===== src/rtl/core/hafm_pkg.sv =====
// ---------------------------------------------------------------------------
// hafm_pkg: shared types and constants of the HDLC AFSK frame modulator
// Transaction payloads, configuration layout, opcodes and reset values.
// ---------------------------------------------------------------------------
package hafm_pkg;

   // Default sizes of the frame store and of the sine lookup
   localparam int FRAME_DEPTH_DEFAULT  = 128;
   localparam int SINE_ENTRIES_DEFAULT = 512;

   // Opcodes of a request transaction
   localparam logic [1:0] OP_PUSH  = 2'd0;
   localparam logic [1:0] OP_START = 2'd1;
   localparam logic [1:0] OP_TICK  = 2'd2;

   // Configuration port layout
   localparam int CSR_INDEX_W = 3;
   localparam int CSR_DATA_W  = 16;

   localparam logic [CSR_INDEX_W-1:0] CSR_TICKS_PER_BIT       = 3'd0;
   localparam logic [CSR_INDEX_W-1:0] CSR_MARK_PHASE_STEP     = 3'd1;
   localparam logic [CSR_INDEX_W-1:0] CSR_SPACE_PHASE_STEP    = 3'd2;
   localparam logic [CSR_INDEX_W-1:0] CSR_PREAMBLE_FLAG_COUNT = 3'd3;
   localparam logic [CSR_INDEX_W-1:0] CSR_REST_THRESHOLD      = 3'd4;
   localparam logic [CSR_INDEX_W-1:0] CSR_PRE_EMPHASIS_ON     = 3'd5;

   // Configuration reset values
   localparam logic [7:0]  TICKS_PER_BIT_RESET       = 8'd52;
   localparam logic [15:0] MARK_PHASE_STEP_RESET     = 16'd1258;
   localparam logic [15:0] SPACE_PHASE_STEP_RESET    = 16'd2306;
   localparam logic [7:0]  PREAMBLE_FLAG_COUNT_RESET = 8'd50;
   localparam logic [5:0]  REST_THRESHOLD_RESET      = 6'd5;
   localparam logic        PRE_EMPHASIS_ON_RESET     = 1'b1;

   // Framing and modulation constants
   localparam int          REST_W          = 9;
   localparam logic [7:0]  FLAG_BYTE       = 8'h7E;
   localparam logic [2:0]  STUFF_RUN       = 3'd5;
   localparam logic [2:0]  BIT_INDEX_RESET = 3'd7;
   localparam logic [15:0] CRC_PRESET      = 16'hFFFF;
   localparam logic [15:0] CRC_POLY        = 16'h8408;
   localparam logic [7:0]  SAMPLE_MIDSCALE = 8'd128;
   localparam logic [7:0]  EMPHASIS_OFFSET = 8'd64;

   typedef struct packed {
      logic [1:0] opcode;
      logic [7:0] data_byte;
   } req_type;

   typedef struct packed {
      logic [7:0] sample_value;
      logic       transmitting;
      logic       push_rejected;
   } rsp_type;

   typedef struct packed {
      logic [7:0]  ticks_per_bit;
      logic [15:0] mark_phase_step;
      logic [15:0] space_phase_step;
      logic [7:0]  preamble_flag_count;
      logic [5:0]  rest_threshold;
      logic        pre_emphasis_on;
   } cfg_type;

   // Engine to frame store: what to do this cycle
   typedef struct packed {
      logic push;
      logic start;
      logic load;
   } fs_ctrl_type;

   // Frame store to engine: fill and read status
   typedef struct packed {
      logic       room;
      logic       empty;
      logic       last;
      logic [7:0] next_byte;
   } fs_status_type;

endpackage


===== src/rtl/core/hafm_ram.sv =====
// ---------------------------------------------------------------------------
// hafm_ram: generic single-port-write RAM
// One write and one read address per cycle, read data registered.
// ---------------------------------------------------------------------------
module hafm_ram #(
   parameter int WIDTH = 8,
   parameter int DEPTH = hafm_pkg::FRAME_DEPTH_DEFAULT,
   localparam int ADDR_W = (DEPTH > 1) ? $clog2(DEPTH) : 1
) (
   input  logic              clock,
   input  logic              wr_en,
   input  logic [ADDR_W-1:0] wr_addr,
   input  logic [WIDTH-1:0]  wr_data,
   input  logic [ADDR_W-1:0] rd_addr,
   output logic [WIDTH-1:0]  rd_data
);

   logic [WIDTH-1:0] mem_ff [DEPTH];
   logic [WIDTH-1:0] rd_data_ff;

   // Write port
   always_ff @(posedge clock) begin
      if (wr_en) begin
         mem_ff[wr_addr] <= wr_data;
      end
   end

   // Registered read port
   always_ff @(posedge clock) begin
      rd_data_ff <= mem_ff[rd_addr];
   end

   assign rd_data = rd_data_ff;

endmodule


===== src/rtl/core/hafm_frame_store.sv =====
// ---------------------------------------------------------------------------
// hafm_frame_store: frame byte buffer with running CRC
// Collects pushed bytes, keeps the reflected CRC-CCITT, latches the FCS at
// start and presents the byte at the read pointer to the bit engine.
// ---------------------------------------------------------------------------
module hafm_frame_store #(
   parameter int FRAME_DEPTH = hafm_pkg::FRAME_DEPTH_DEFAULT
) (
   input  logic                    clock,
   input  logic                    reset,
   input  logic [7:0]              data_byte,
   input  hafm_pkg::fs_ctrl_type   ctrl,
   output hafm_pkg::fs_status_type status
);

   localparam int ADDR_W = (FRAME_DEPTH > 1) ? $clog2(FRAME_DEPTH) : 1;
   localparam int CNT_W  = $clog2(FRAME_DEPTH + 1);
   localparam logic [CNT_W-1:0] ROOM_LIMIT = CNT_W'(FRAME_DEPTH - 2);

   logic [CNT_W-1:0] frame_count_ff, frame_count_in;
   logic [CNT_W-1:0] data_len_ff, data_len_in;
   logic [CNT_W-1:0] read_ptr_ff, read_ptr_in;
   logic [CNT_W-1:0] bytes_left_ff, bytes_left_in;
   logic [15:0]      crc_ff, crc_in;
   logic [7:0]       fcs_lo_ff, fcs_lo_in;
   logic [7:0]       fcs_hi_ff, fcs_hi_in;
   logic [7:0]       ram_rd_data;

   // Fold one byte into the reflected CRC, one bit per step
   function automatic logic [15:0] crc_update(input logic [15:0] crc, input logic [7:0] b);
      logic [15:0] c;
      c = crc ^ {8'd0, b};
      for (int k = 0; k < 8; k++) begin
         c = c[0] ? ((c >> 1) ^ hafm_pkg::CRC_POLY) : (c >> 1);
      end
      return c;
   endfunction

   hafm_ram #(
      .WIDTH (8),
      .DEPTH (FRAME_DEPTH)
   ) u_ram (
      .clock   (clock),
      .wr_en   (ctrl.push),
      .wr_addr (frame_count_ff[ADDR_W-1:0]),
      .wr_data (data_byte),
      .rd_addr (read_ptr_in[ADDR_W-1:0]),
      .rd_data (ram_rd_data)
   );

   // Fill, start and read pointer updates
   always_comb begin
      frame_count_in = frame_count_ff;
      data_len_in    = data_len_ff;
      read_ptr_in    = read_ptr_ff;
      bytes_left_in  = bytes_left_ff;
      crc_in         = crc_ff;
      fcs_lo_in      = fcs_lo_ff;
      fcs_hi_in      = fcs_hi_ff;
      if (ctrl.push) begin
         frame_count_in = frame_count_ff + CNT_W'(1);
         crc_in         = crc_update(crc_ff, data_byte);
      end
      if (ctrl.start) begin
         fcs_lo_in      = ~crc_ff[7:0];
         fcs_hi_in      = ~crc_ff[15:8];
         data_len_in    = frame_count_ff;
         bytes_left_in  = frame_count_ff + CNT_W'(2);
         read_ptr_in    = '0;
         frame_count_in = '0;
         crc_in         = hafm_pkg::CRC_PRESET;
      end
      if (ctrl.load) begin
         read_ptr_in   = read_ptr_ff + CNT_W'(1);
         bytes_left_in = bytes_left_ff - CNT_W'(1);
      end
   end

   always_ff @(posedge clock) begin
      if (reset) begin
         frame_count_ff <= '0;
         data_len_ff    <= '0;
         read_ptr_ff    <= '0;
         bytes_left_ff  <= '0;
         crc_ff         <= hafm_pkg::CRC_PRESET;
      end else begin
         frame_count_ff <= frame_count_in;
         data_len_ff    <= data_len_in;
         read_ptr_ff    <= read_ptr_in;
         bytes_left_ff  <= bytes_left_in;
         crc_ff         <= crc_in;
      end
   end

   always_ff @(posedge clock) begin
      fcs_lo_ff <= fcs_lo_in;
      fcs_hi_ff <= fcs_hi_in;
   end

   // Select frame data, then FCS low byte, then FCS high byte
   always_comb begin
      status.room  = (frame_count_ff <= ROOM_LIMIT);
      status.empty = (bytes_left_ff == '0);
      status.last  = (bytes_left_ff == CNT_W'(1));
      if (read_ptr_ff < data_len_ff) begin
         status.next_byte = ram_rd_data;
      end else if (read_ptr_ff == data_len_ff) begin
         status.next_byte = fcs_lo_ff;
      end else begin
         status.next_byte = fcs_hi_ff;
      end
   end

endmodule


===== src/rtl/core/hafm_sine_rom.sv =====
// ---------------------------------------------------------------------------
// hafm_sine_rom: phase to sine sample lookup
// Maps a 16-bit phase to a table index and returns the 8-bit sample in the
// next cycle; the table is built at elaboration from a Q14 polynomial.
// ---------------------------------------------------------------------------
module hafm_sine_rom #(
   parameter int SINE_ENTRIES = hafm_pkg::SINE_ENTRIES_DEFAULT
) (
   input  logic        clock,
   input  logic [15:0] phase,
   output logic [7:0]  sample
);

   localparam int IDX_W  = $clog2(SINE_ENTRIES);
   localparam int PROD_W = 16 + IDX_W + 1;
   localparam logic [PROD_W-1:0] ENTRY_COUNT = PROD_W'(SINE_ENTRIES);

   logic [7:0]        sine_lut [SINE_ENTRIES];
   logic [PROD_W-1:0] phase_product;
   logic [IDX_W-1:0]  lut_index;
   logic [7:0]        sample_ff;

   // sin(pi/2 * t / 16384) in Q14
   function automatic int unsigned quarter_sine(input int unsigned t);
      int unsigned t2;
      int unsigned p;
      t2 = (t * t) >> 14;
      p  = 1306 - ((t2 * 77) >> 14);
      p  = 10583 - ((t2 * p) >> 14);
      p  = 25736 - ((t2 * p) >> 14);
      return (t * p) >> 14;
   endfunction

   function automatic logic [7:0] sine_value(input int unsigned idx);
      longint unsigned a64;
      int unsigned     a;
      int unsigned     q;
      int unsigned     r;
      int unsigned     t;
      int unsigned     mag;
      a64 = (64'(idx) << 16) / SINE_ENTRIES;
      a   = 32'(a64 & 64'hFFFF);
      q   = a >> 14;
      r   = a & 32'h3FFF;
      t   = q[0] ? (16384 - r) : r;
      mag = (127 * quarter_sine(t) + 8192) >> 14;
      if (mag > 127) begin
         mag = 127;
      end
      return q[1] ? 8'(128 - mag) : 8'(128 + mag);
   endfunction

   for (genvar g = 0; g < SINE_ENTRIES; g++) begin : g_lut
      assign sine_lut[g] = sine_value(g);
   end

   // Scale the phase to a table index
   assign phase_product = PROD_W'(phase) * ENTRY_COUNT;
   assign lut_index     = phase_product[16 +: IDX_W];

   always_ff @(posedge clock) begin
      sample_ff <= sine_lut[lut_index];
   end

   assign sample = sample_ff;

endmodule


===== src/rtl/core/hafm_tx_engine.sv =====
// ---------------------------------------------------------------------------
// hafm_tx_engine: request decode, tone generator and HDLC bit engine
// Decodes push, start and tick transactions, steps the DDS phase, and at
// each baud boundary sends flags, NRZI data with zero stuffing, and rest.
// ---------------------------------------------------------------------------
module hafm_tx_engine #(
   parameter int SINE_ENTRIES = hafm_pkg::SINE_ENTRIES_DEFAULT
) (
   input  logic                    clock,
   input  logic                    reset,
   input  logic                    accept,
   input  hafm_pkg::req_type       req,
   input  hafm_pkg::cfg_type       cfg,
   input  hafm_pkg::fs_status_type fs_status,
   output hafm_pkg::fs_ctrl_type   fs_ctrl,
   output hafm_pkg::rsp_type       result
);

   localparam int W = hafm_pkg::REST_W;

   logic          busy_ff, busy_in;
   logic [15:0]   phase_ff, phase_in;
   logic          space_ff, space_in;
   logic [7:0]    sample_cnt_ff, sample_cnt_in;
   logic [W-1:0]  rest_ff, rest_in;
   logic [7:0]    shift_ff, shift_in;
   logic [2:0]    bit_index_ff, bit_index_in;
   logic [2:0]    ones_ff, ones_in;
   logic          flag_ff, flag_in;
   logic [7:0]    held_ff, held_in;

   logic [7:0]    sine_sample;
   logic [7:0]    tone_sample;
   logic [7:0]    sample_cnt_inc;
   logic [W-1:0]  rest_reload;
   logic [W-1:0]  rest_dec;
   logic [2:0]    bit_next;
   logic [7:0]    shift_sel;
   logic          flag_sel;
   logic [2:0]    ones_sel;
   logic          space_sel;
   logic          stop_tx;
   logic          rejected;

   // The lookup is addressed by the next phase, so its registered sample matches phase_ff
   hafm_sine_rom #(
      .SINE_ENTRIES (SINE_ENTRIES)
   ) u_sine_rom (
      .clock  (clock),
      .phase  (phase_in),
      .sample (sine_sample)
   );

   // Halve the mark tone around midscale when pre-emphasis is on
   assign tone_sample = (cfg.pre_emphasis_on && !space_ff) ?
                        ((sine_sample >> 1) + hafm_pkg::EMPHASIS_OFFSET) : sine_sample;

   assign sample_cnt_inc = sample_cnt_ff + 8'd1;
   assign rest_reload    = W'(cfg.preamble_flag_count) + W'(cfg.rest_threshold);
   assign bit_next       = bit_index_ff + 3'd1;

   always_comb begin
      busy_in       = busy_ff;
      phase_in      = phase_ff;
      space_in      = space_ff;
      sample_cnt_in = sample_cnt_ff;
      rest_in       = rest_ff;
      shift_in      = shift_ff;
      bit_index_in  = bit_index_ff;
      ones_in       = ones_ff;
      flag_in       = flag_ff;
      held_in       = held_ff;
      fs_ctrl       = '0;
      rejected      = 1'b0;
      rest_dec      = rest_ff;
      shift_sel     = shift_ff;
      flag_sel      = flag_ff;
      ones_sel      = ones_ff;
      space_sel     = space_ff;
      stop_tx       = 1'b0;

      if (accept) begin
         case (req.opcode)
            hafm_pkg::OP_PUSH: begin
               if (busy_ff || !fs_status.room) begin
                  rejected = 1'b1;
               end else begin
                  fs_ctrl.push = 1'b1;
               end
            end
            hafm_pkg::OP_START: begin
               // Arm a new frame from the preamble
               if (!busy_ff && fs_status.room) begin
                  fs_ctrl.start = 1'b1;
                  busy_in       = 1'b1;
                  phase_in      = '0;
                  sample_cnt_in = '0;
                  space_in      = 1'b0;
                  rest_in       = rest_reload;
                  bit_index_in  = hafm_pkg::BIT_INDEX_RESET;
                  ones_in       = '0;
                  flag_in       = 1'b0;
               end
            end
            hafm_pkg::OP_TICK: begin
               if (busy_ff) begin
                  held_in       = tone_sample;
                  phase_in      = phase_ff + (space_ff ? cfg.space_phase_step
                                                        : cfg.mark_phase_step);
                  sample_cnt_in = sample_cnt_inc;
                  if (!(sample_cnt_inc < cfg.ticks_per_bit)) begin
                     sample_cnt_in = '0;
                     if (!flag_ff && ones_ff == hafm_pkg::STUFF_RUN) begin
                        // Insert the stuffed zero
                        space_in = !space_ff;
                        ones_in  = '0;
                     end else begin
                        bit_index_in = bit_next;
                        if (bit_next == 3'd0) begin
                           if (rest_ff > W'(cfg.rest_threshold) || fs_status.empty) begin
                              // Flag byte: preamble or trailing rest
                              rest_dec = (rest_ff != '0) ? (rest_ff - W'(1)) : rest_ff;
                              rest_in  = rest_dec;
                              if (rest_dec == '0) begin
                                 stop_tx = 1'b1;
                              end else begin
                                 shift_sel = hafm_pkg::FLAG_BYTE;
                                 flag_sel  = 1'b1;
                                 ones_sel  = '0;
                              end
                           end else begin
                              // Frame byte from the store
                              shift_sel    = fs_status.next_byte;
                              fs_ctrl.load = 1'b1;
                              if (fs_status.last) begin
                                 rest_in = W'(cfg.rest_threshold) + W'(2);
                              end
                              if (flag_ff) begin
                                 flag_sel = 1'b0;
                                 ones_sel = '0;
                              end
                           end
                        end
                        if (stop_tx) begin
                           // Return to idle
                           busy_in       = 1'b0;
                           phase_in      = '0;
                           sample_cnt_in = '0;
                           space_in      = 1'b0;
                           rest_in       = rest_reload;
                           bit_index_in  = hafm_pkg::BIT_INDEX_RESET;
                           ones_in       = '0;
                           flag_in       = 1'b0;
                        end else begin
                           // NRZI: a zero toggles the tone
                           if (shift_sel[0]) begin
                              if (!flag_sel) begin
                                 ones_sel = ones_sel + 3'd1;
                              end
                           end else begin
                              space_sel = !space_ff;
                              if (!flag_sel) begin
                                 ones_sel = '0;
                              end
                           end
                           shift_in = shift_sel >> 1;
                           flag_in  = flag_sel;
                           ones_in  = ones_sel;
                           space_in = space_sel;
                        end
                     end
                  end
               end
            end
            default: begin
            end
         endcase
      end
   end

   always_ff @(posedge clock) begin
      if (reset) begin
         busy_ff       <= 1'b0;
         phase_ff      <= '0;
         space_ff      <= 1'b0;
         sample_cnt_ff <= '0;
         rest_ff       <= W'(hafm_pkg::PREAMBLE_FLAG_COUNT_RESET) +
                          W'(hafm_pkg::REST_THRESHOLD_RESET);
         shift_ff      <= '0;
         bit_index_ff  <= hafm_pkg::BIT_INDEX_RESET;
         ones_ff       <= '0;
         flag_ff       <= 1'b0;
         held_ff       <= hafm_pkg::SAMPLE_MIDSCALE;
      end else begin
         busy_ff       <= busy_in;
         phase_ff      <= phase_in;
         space_ff      <= space_in;
         sample_cnt_ff <= sample_cnt_in;
         rest_ff       <= rest_in;
         shift_ff      <= shift_in;
         bit_index_ff  <= bit_index_in;
         ones_ff       <= ones_in;
         flag_ff       <= flag_in;
         held_ff       <= held_in;
      end
   end

   // Result of this transaction, taken into the output register
   assign result.sample_value  = held_in;
   assign result.transmitting  = busy_in;
   assign result.push_rejected = rejected;

endmodule


===== src/rtl/core/hdlc_afsk_frame_modulator.sv =====
// ---------------------------------------------------------------------------
// hdlc_afsk_frame_modulator: AX.25 style HDLC framer with AFSK tone output
// Buffers frame bytes with CRC, then sends preamble flags, NRZI stuffed
// data and trailing flags as a sine sample per tick transaction.
// ---------------------------------------------------------------------------
//  Channel   Direction  Handshake            Payload
//  req_      in         req_valid/req_stall  hafm_pkg::req_type (opcode, data)
//  rsp_      out        rsp_valid/rsp_stall  hafm_pkg::rsp_type (sample, flags)
//  csr_      in         csr_valid/csr_ready  csr_index, csr_wdata
//
//  One request transaction per cycle while req_stall is low; its result is
//  in the output register on the next cycle. The sine lookup reads the next
//  phase and the frame RAM the next read pointer, so none waits on them.
//  req_stall is high only while a result sits in the output register and
//  rsp_stall holds it. Reset is synchronous; no clearing pass is needed.
// ---------------------------------------------------------------------------
module hdlc_afsk_frame_modulator #(
   parameter int FRAME_DEPTH  = hafm_pkg::FRAME_DEPTH_DEFAULT,
   parameter int SINE_ENTRIES = hafm_pkg::SINE_ENTRIES_DEFAULT
) (
   input  logic                             clock,
   input  logic                             reset,
   input  logic                             req_valid,
   output logic                             req_stall,
   input  hafm_pkg::req_type                req_data,
   output logic                             rsp_valid,
   input  logic                             rsp_stall,
   output hafm_pkg::rsp_type                rsp_data,
   input  logic                             csr_valid,
   output logic                             csr_ready,
   input  logic [hafm_pkg::CSR_INDEX_W-1:0] csr_index,
   input  logic [hafm_pkg::CSR_DATA_W-1:0]  csr_wdata
);

   hafm_pkg::cfg_type       cfg_ff, cfg_in;
   hafm_pkg::fs_ctrl_type   fs_ctrl;
   hafm_pkg::fs_status_type fs_status;
   hafm_pkg::rsp_type       result;
   hafm_pkg::rsp_type       rsp_data_ff;
   logic                    rsp_valid_ff, rsp_valid_in;
   logic                    accept;

   // Configuration writes are always taken
   assign csr_ready = 1'b1;

   always_comb begin
      cfg_in = cfg_ff;
      if (csr_valid) begin
         case (csr_index)
            hafm_pkg::CSR_TICKS_PER_BIT:       cfg_in.ticks_per_bit       = csr_wdata[7:0];
            hafm_pkg::CSR_MARK_PHASE_STEP:     cfg_in.mark_phase_step     = csr_wdata;
            hafm_pkg::CSR_SPACE_PHASE_STEP:    cfg_in.space_phase_step    = csr_wdata;
            hafm_pkg::CSR_PREAMBLE_FLAG_COUNT: cfg_in.preamble_flag_count = csr_wdata[7:0];
            hafm_pkg::CSR_REST_THRESHOLD:      cfg_in.rest_threshold      = csr_wdata[5:0];
            hafm_pkg::CSR_PRE_EMPHASIS_ON:     cfg_in.pre_emphasis_on     = csr_wdata[0];
            default: begin
            end
         endcase
      end
   end

   always_ff @(posedge clock) begin
      if (reset) begin
         cfg_ff.ticks_per_bit       <= hafm_pkg::TICKS_PER_BIT_RESET;
         cfg_ff.mark_phase_step     <= hafm_pkg::MARK_PHASE_STEP_RESET;
         cfg_ff.space_phase_step    <= hafm_pkg::SPACE_PHASE_STEP_RESET;
         cfg_ff.preamble_flag_count <= hafm_pkg::PREAMBLE_FLAG_COUNT_RESET;
         cfg_ff.rest_threshold      <= hafm_pkg::REST_THRESHOLD_RESET;
         cfg_ff.pre_emphasis_on     <= hafm_pkg::PRE_EMPHASIS_ON_RESET;
      end else begin
         cfg_ff <= cfg_in;
      end
   end

   // Accept whenever the output register is free or being drained
   assign req_stall = rsp_valid_ff && rsp_stall;
   assign accept    = req_valid && !req_stall;

   hafm_frame_store #(
      .FRAME_DEPTH (FRAME_DEPTH)
   ) u_frame_store (
      .clock     (clock),
      .reset     (reset),
      .data_byte (req_data.data_byte),
      .ctrl      (fs_ctrl),
      .status    (fs_status)
   );

   hafm_tx_engine #(
      .SINE_ENTRIES (SINE_ENTRIES)
   ) u_tx_engine (
      .clock     (clock),
      .reset     (reset),
      .accept    (accept),
      .req       (req_data),
      .cfg       (cfg_ff),
      .fs_status (fs_status),
      .fs_ctrl   (fs_ctrl),
      .result    (result)
   );

   // Output register: load on accept, hold while stalled
   assign rsp_valid_in = accept || (rsp_valid_ff && rsp_stall);

   always_ff @(posedge clock) begin
      if (reset) begin
         rsp_valid_ff <= 1'b0;
      end else begin
         rsp_valid_ff <= rsp_valid_in;
      end
   end

   always_ff @(posedge clock) begin
      if (accept) begin
         rsp_data_ff <= result;
      end
   end

   assign rsp_valid = rsp_valid_ff;
   assign rsp_data  = rsp_data_ff;

endmodule


===== config.mk =====
export PLATFORM = sky130hd
export DESIGN_NAME = hdlc_afsk_frame_modulator
export DESIGN_NICKNAME = d
export VERILOG_FILES = /design/src/rtl/core/hafm_pkg.sv /design/src/rtl/core/hafm_ram.sv /design/src/rtl/core/hafm_frame_store.sv /design/src/rtl/core/hafm_sine_rom.sv /design/src/rtl/core/hafm_tx_engine.sv /design/src/rtl/core/hdlc_afsk_frame_modulator.sv
export SDC_FILE = /design/constraint.sdc
export NUM_CORES = 2
export LEC_CHECK = 0
export BUFFER_PORTS_ARGS = -buffer_cell sky130_fd_sc_hd__buf_2
export CAP_MARGIN = 20
export CORE_MARGIN = 4
export CORE_UTILIZATION = 45
export DETAILED_ROUTE_END_ITERATION = 8
export SETUP_SLACK_MARGIN = 0.05
export SLEW_MARGIN = 0
export SYNTH_ARGS = -nofsm -noshare
export SYNTH_HDL_FRONTEND = slang
export SYNTH_SLANG_ARGS = --single-unit

===== constraint.sdc =====
create_clock -name clock -period 4.9 [get_ports clock]
set_input_delay 1.47 -clock clock [delete_from_list [all_inputs] [get_ports clock]]
set_output_delay 1.47 -clock clock [all_outputs]
set_load 0.02 [all_outputs]

==> results.json <==
{
  "htreeDepth": 4,
  "yosysWarnings": 0,
  "status": "finished clean",
  "peakVddDrop_v": 0.000349,
  "place_congestion": 0.972,
  "synth-seq-cells": 1227,
  "worst-r2r-cell-count": 19,
  "worstHoldPathCells": 2,
  "port_buffers": 45,
  "min_period_ns": 4.71,
  "wl_mm": 157,
  "finalInstanceArea_um2": 64100,
  "dp.cells": 6478,
  "root_buffer": "clkbuf_16",
  "cts_sinks": 1227,
  "ant_nets": 0,
  "end_kind": "flip-flop",
  "fin_cells": 6730,
  "tightest_slew_ns": 0.896,
  "insertion_delay_ns": 0.78,
  "relSlewSlack_pct": 40.1,
  "synth.largest_area_cell": "edfxtp_1",
  "area_growth_syn_to_layout_pct": 18.1,
  "r2r_setup_slack_ns": 0.19,
  "reg2reg_to": "u_frame_store.u_ram.rd_data[0]$_DFF_P_",
  "setup_viol": 0,
  "routed_via_density": 5.90,
  "insertedDiodeCount": 0,
  "die-area_um2": 126000,
  "p_leak_nw": 22.7,
  "drcViolationCount": 0,
  "syn-num-nets": 4813,
  "fp.dieW_um": 355,
  "dpl_cell_area_um2": 59500,
  "cp.arrival_ns": 5.42,
  "clock_path_buffers": 3,
  "syn_area_um2": 54300,
  "fin_worst_skew_ns": 0.0482,
  "first_pass_iters": 8,
  "dp_hpwl_mm": 99.6,
  "start_util_pct": 45.3,
  "min_from": "cfg_ff[42]$_SDFFE_PP0P_",
  "routedWlPerCell_um": 23.3,
  "rows": 127,
  "async_flop_share_pct": 0,
  "grt_max_degree": 129,
  "ys_dominant_reg_cell": "edfxtp_1",
  "syn_avg_cell_area_um2": 11.6,
  "max_freq_mhz": 212,
  "drt_iter0_drc": 4684,
  "cp-startpoint": "u_tx_engine.sample_cnt_ff[1]$_SDFFE_PP0P_",
  "io_pins": 47,
  "regArea_um2": 35100,
  "final_nets": 5119,
  "maxSlewViolCount": 0,
  "synthTopCellsByArea": "edfxtp_1 (58%), dfxtp_1 (6.5%), nand2_1 (6.4%)",
  "start_kind": "flip-flop",
  "track_usage_pct": 24.4,
  "worstSetupPathType": "reg2reg",
  "n_fill_cell": 10300,
  "grt_pass1_vias": 38100,
  "finalCritPeriodShare_pct": 96.2,
  "total_power_mw": 22.1,
  "hold_class": "reg2reg",
  "grt_pass1_wl_mm": 237,
  "yosysUniqueCellTypes": 90,
  "antenna_found_initial": 0,
  "layout-drive-gt1-share_pct": 16.5,
  "p_per_area_nw_per_um2": 344,
  "numCtsBuffers": 134,
  "cts_tree": "done",
  "crit_fanout": 15,
  "hold_viol_final": 0,
  "mostFrequentLayoutCells": "edfxtp_1 (1,050), nand2_1 (921), buf_4 (408)",
  "whs_endpoint": "cfg_ff[42]$_SDFFE_PP0P_",
  "gr-total-overflow": 0,
  "multi_input_area_um2": 17900,
  "die_y_um": 355,
  "clk_pin_slew_worst_paths_ns": 0.06,
  "synth-edff-count": 1050,
  "rr_startpoint": "u_tx_engine.sample_cnt_ff[1]$_SDFFE_PP0P_",
  "required_ns": 5.60,
  "synth_cells": 4703,
  "fp.coreArea_um2": 120000,
  "maxCapViolCount": 0,
  "rsz0062_at_grt": "true",
  "vias": 39700,
  "post-route-util_pct": 53.5,
  "final_common_cell": "edfxtp_1",
  "yosys.area.top_type_share_pct": 58.0,
  "ys_seq_area_share_pct": 64.6
}
==> synth_stat cells (9+ instances only) <==
| cell | number |
|---|---|
| a211o_1 | 23 |
| a211oi_1 | 137 |
| a21o_1 | 20 |
| a21oi_1 | 222 |
| a221oi_1 | 25 |
| a222oi_1 | 9 |
| a22oi_1 | 30 |
| a2bb2oi_1 | 12 |
| a311o_1 | 10 |
| a311oi_1 | 114 |
| a31o_2 | 18 |
| a31oi_1 | 71 |
| and2_1 | 9 |
| and3_1 | 177 |
| buf_1 | 36 |
| buf_2 | 85 |
| clkbuf_1 | 212 |
| dfxtp_1 | 177 |
| edfxtp_1 | 1050 |
| ha_1 | 74 |
| inv_1 | 74 |
| mux2_2 | 47 |
| mux2i_1 | 30 |
| nand2_1 | 922 |
| nand2b_1 | 16 |
| nand3_1 | 202 |
| nand3b_1 | 15 |
| nand4_1 | 13 |
| nor2_1 | 333 |
| nor2b_1 | 27 |
| nor3_1 | 56 |
| nor4_1 | 11 |
| o2111ai_1 | 10 |
| o211ai_1 | 53 |
| o21a_1 | 9 |
| o21ai_0 | 123 |
| o21ai_1 | 11 |
| o22ai_1 | 28 |
| o31ai_1 | 24 |
| or2_2 | 9 |
| or3_1 | 10 |
| xnor2_1 | 38 |
| xor2_1 | 24 |
==> worst max-delay path: stages, from the launching register on <==
cell      delay [ns]
dfxtp_1         0.38
and3_4          0.22
and3_2          0.23
nand3_1         0.10
xnor2_1         0.16
ha_1            0.30
o21a_1          0.11
nor2_1          0.06
or2_2           0.29
or3_4           0.47
o211ai_4        0.25
and2_4          0.31
buf_12          0.18
buf_4           0.26
nand2_1         0.10
a311oi_2        0.35
a31oi_1         0.11
o22ai_1         0.32
o211ai_1        0.24
a31oi_1         0.20
==> power by group <==
part / switching [mW] / internal (mW) / leakage [nW]
logic: 0.406 / 0.157 / 9.63
clock network: 4.23 / 5.88 / 2.15
registers: 0.0316 / 11.4 / 10.9
total: 4.67 / 17.4 / 22.7
==> area by class of cell <==
type	instances	share of cell area [%]
Sequential cell	1227	54.7
Multi-Input combinational cell	3063	27.9
Timing Repair Buffer	507	6.98
Clock buffer	176	5.70
Tap cell	1612	3.14
Clock inverter	69	1.17
Inverter	76	0.445
==> cells by family after synthesis <==
family                     count (synthesis)  share of synthesized area (%)
AOI/OAI and AO/OA                       1020                           13.1
xor gates and xnor gates                  62                           1.00
adders and majority gates                 76                           1.78
buffers and inverters                    413                           3.07
DFF                                     1227                           64.6
muxes                                     84                           1.82
other                                      1                        0.00690
and+or+nand+nor                         1820                           14.7
==> through the flow <==
| step | worst slack (ns) | TNS, ns | hold slack (ns) |
|---|---|---|---|
| global route | 0.0134 | 0 | 0.477 |
| CTS | 0.0567 | 0 | 0.452 |
| global placement | -0.345 | -2.20 | 0.439 |
| detailed placement | -0.327 | -2.10 | 0.445 |
| floorplan | 0.108 | 0 | 0.420 |
| finish | 0.186 | 0 | 0.452 |
==> metal layers <==
metal / part of all wire [%] / wire (um) / up-vias / global-route usage, %
met5: 0 / 0 / - / 0
met4: 3.1 / 4830 / 0 / 8.17
met3: 7.7 / 12100 / 311 / 4.13
met2: 46 / 72000 / 1681 / 38.2
met1: 43 / 67900 / 19500 / 34.7
li1: - / - / 18200 / -
==> flip-flops by register name (all words and copies together), names as in the netlist, 3 cells and up <==
name	count
u_frame_store.u_ram.mem_ff	1024
cfg_ff	55
u_frame_store.crc_ff	16
u_tx_engine.phase_ff	16
rsp_data	10
u_tx_engine.rest_ff	9
u_frame_store.bytes_left_ff	8
u_frame_store.data_len_ff	8
u_frame_store.fcs_hi_ff	8
u_frame_store.fcs_lo_ff	8
u_frame_store.frame_count_ff	8
u_frame_store.read_ptr_ff	8
u_frame_store.u_ram.rd_data	8
u_tx_engine.held_ff	8
u_tx_engine.sample_cnt_ff	8
u_tx_engine.u_sine_rom.sample	8
u_tx_engine.shift_ff	7
u_tx_engine.bit_index_ff	3
u_tx_engine.ones_ff	3
==> worst max path at each step <==
stage / end / slack (ns) / depth (start not counted)
2_1_floorplan: u_tx_engine.u_sine_rom.sample[4]$_DFF_P_ / 0.11 / 16
3_3_place_gp: u_frame_store.u_ram.rd_data[6]$_DFF_P_ / -0.34 / 15
3_5_place_dp: u_frame_store.u_ram.rd_data[6]$_DFF_P_ / -0.33 / 15
4_1_cts: u_frame_store.u_ram.rd_data[6]$_DFF_P_ / 0.06 / 19
5_1_grt: u_frame_store.u_ram.rd_data[3]$_DFF_P_ / 0.01 / 19
6_report: u_frame_store.u_ram.rd_data[0]$_DFF_P_ / 0.19 / 19
==> repair_timing <==
action,CTS,global route
resized for setup,4,27
hold buffers,0,0
setup buffers,0,3
endpoints found under the hold margin,0,0
setup endpoints to repair,10,14
pin swaps,0,9
No activity file was read; power rests on OpenSTA's default activity.
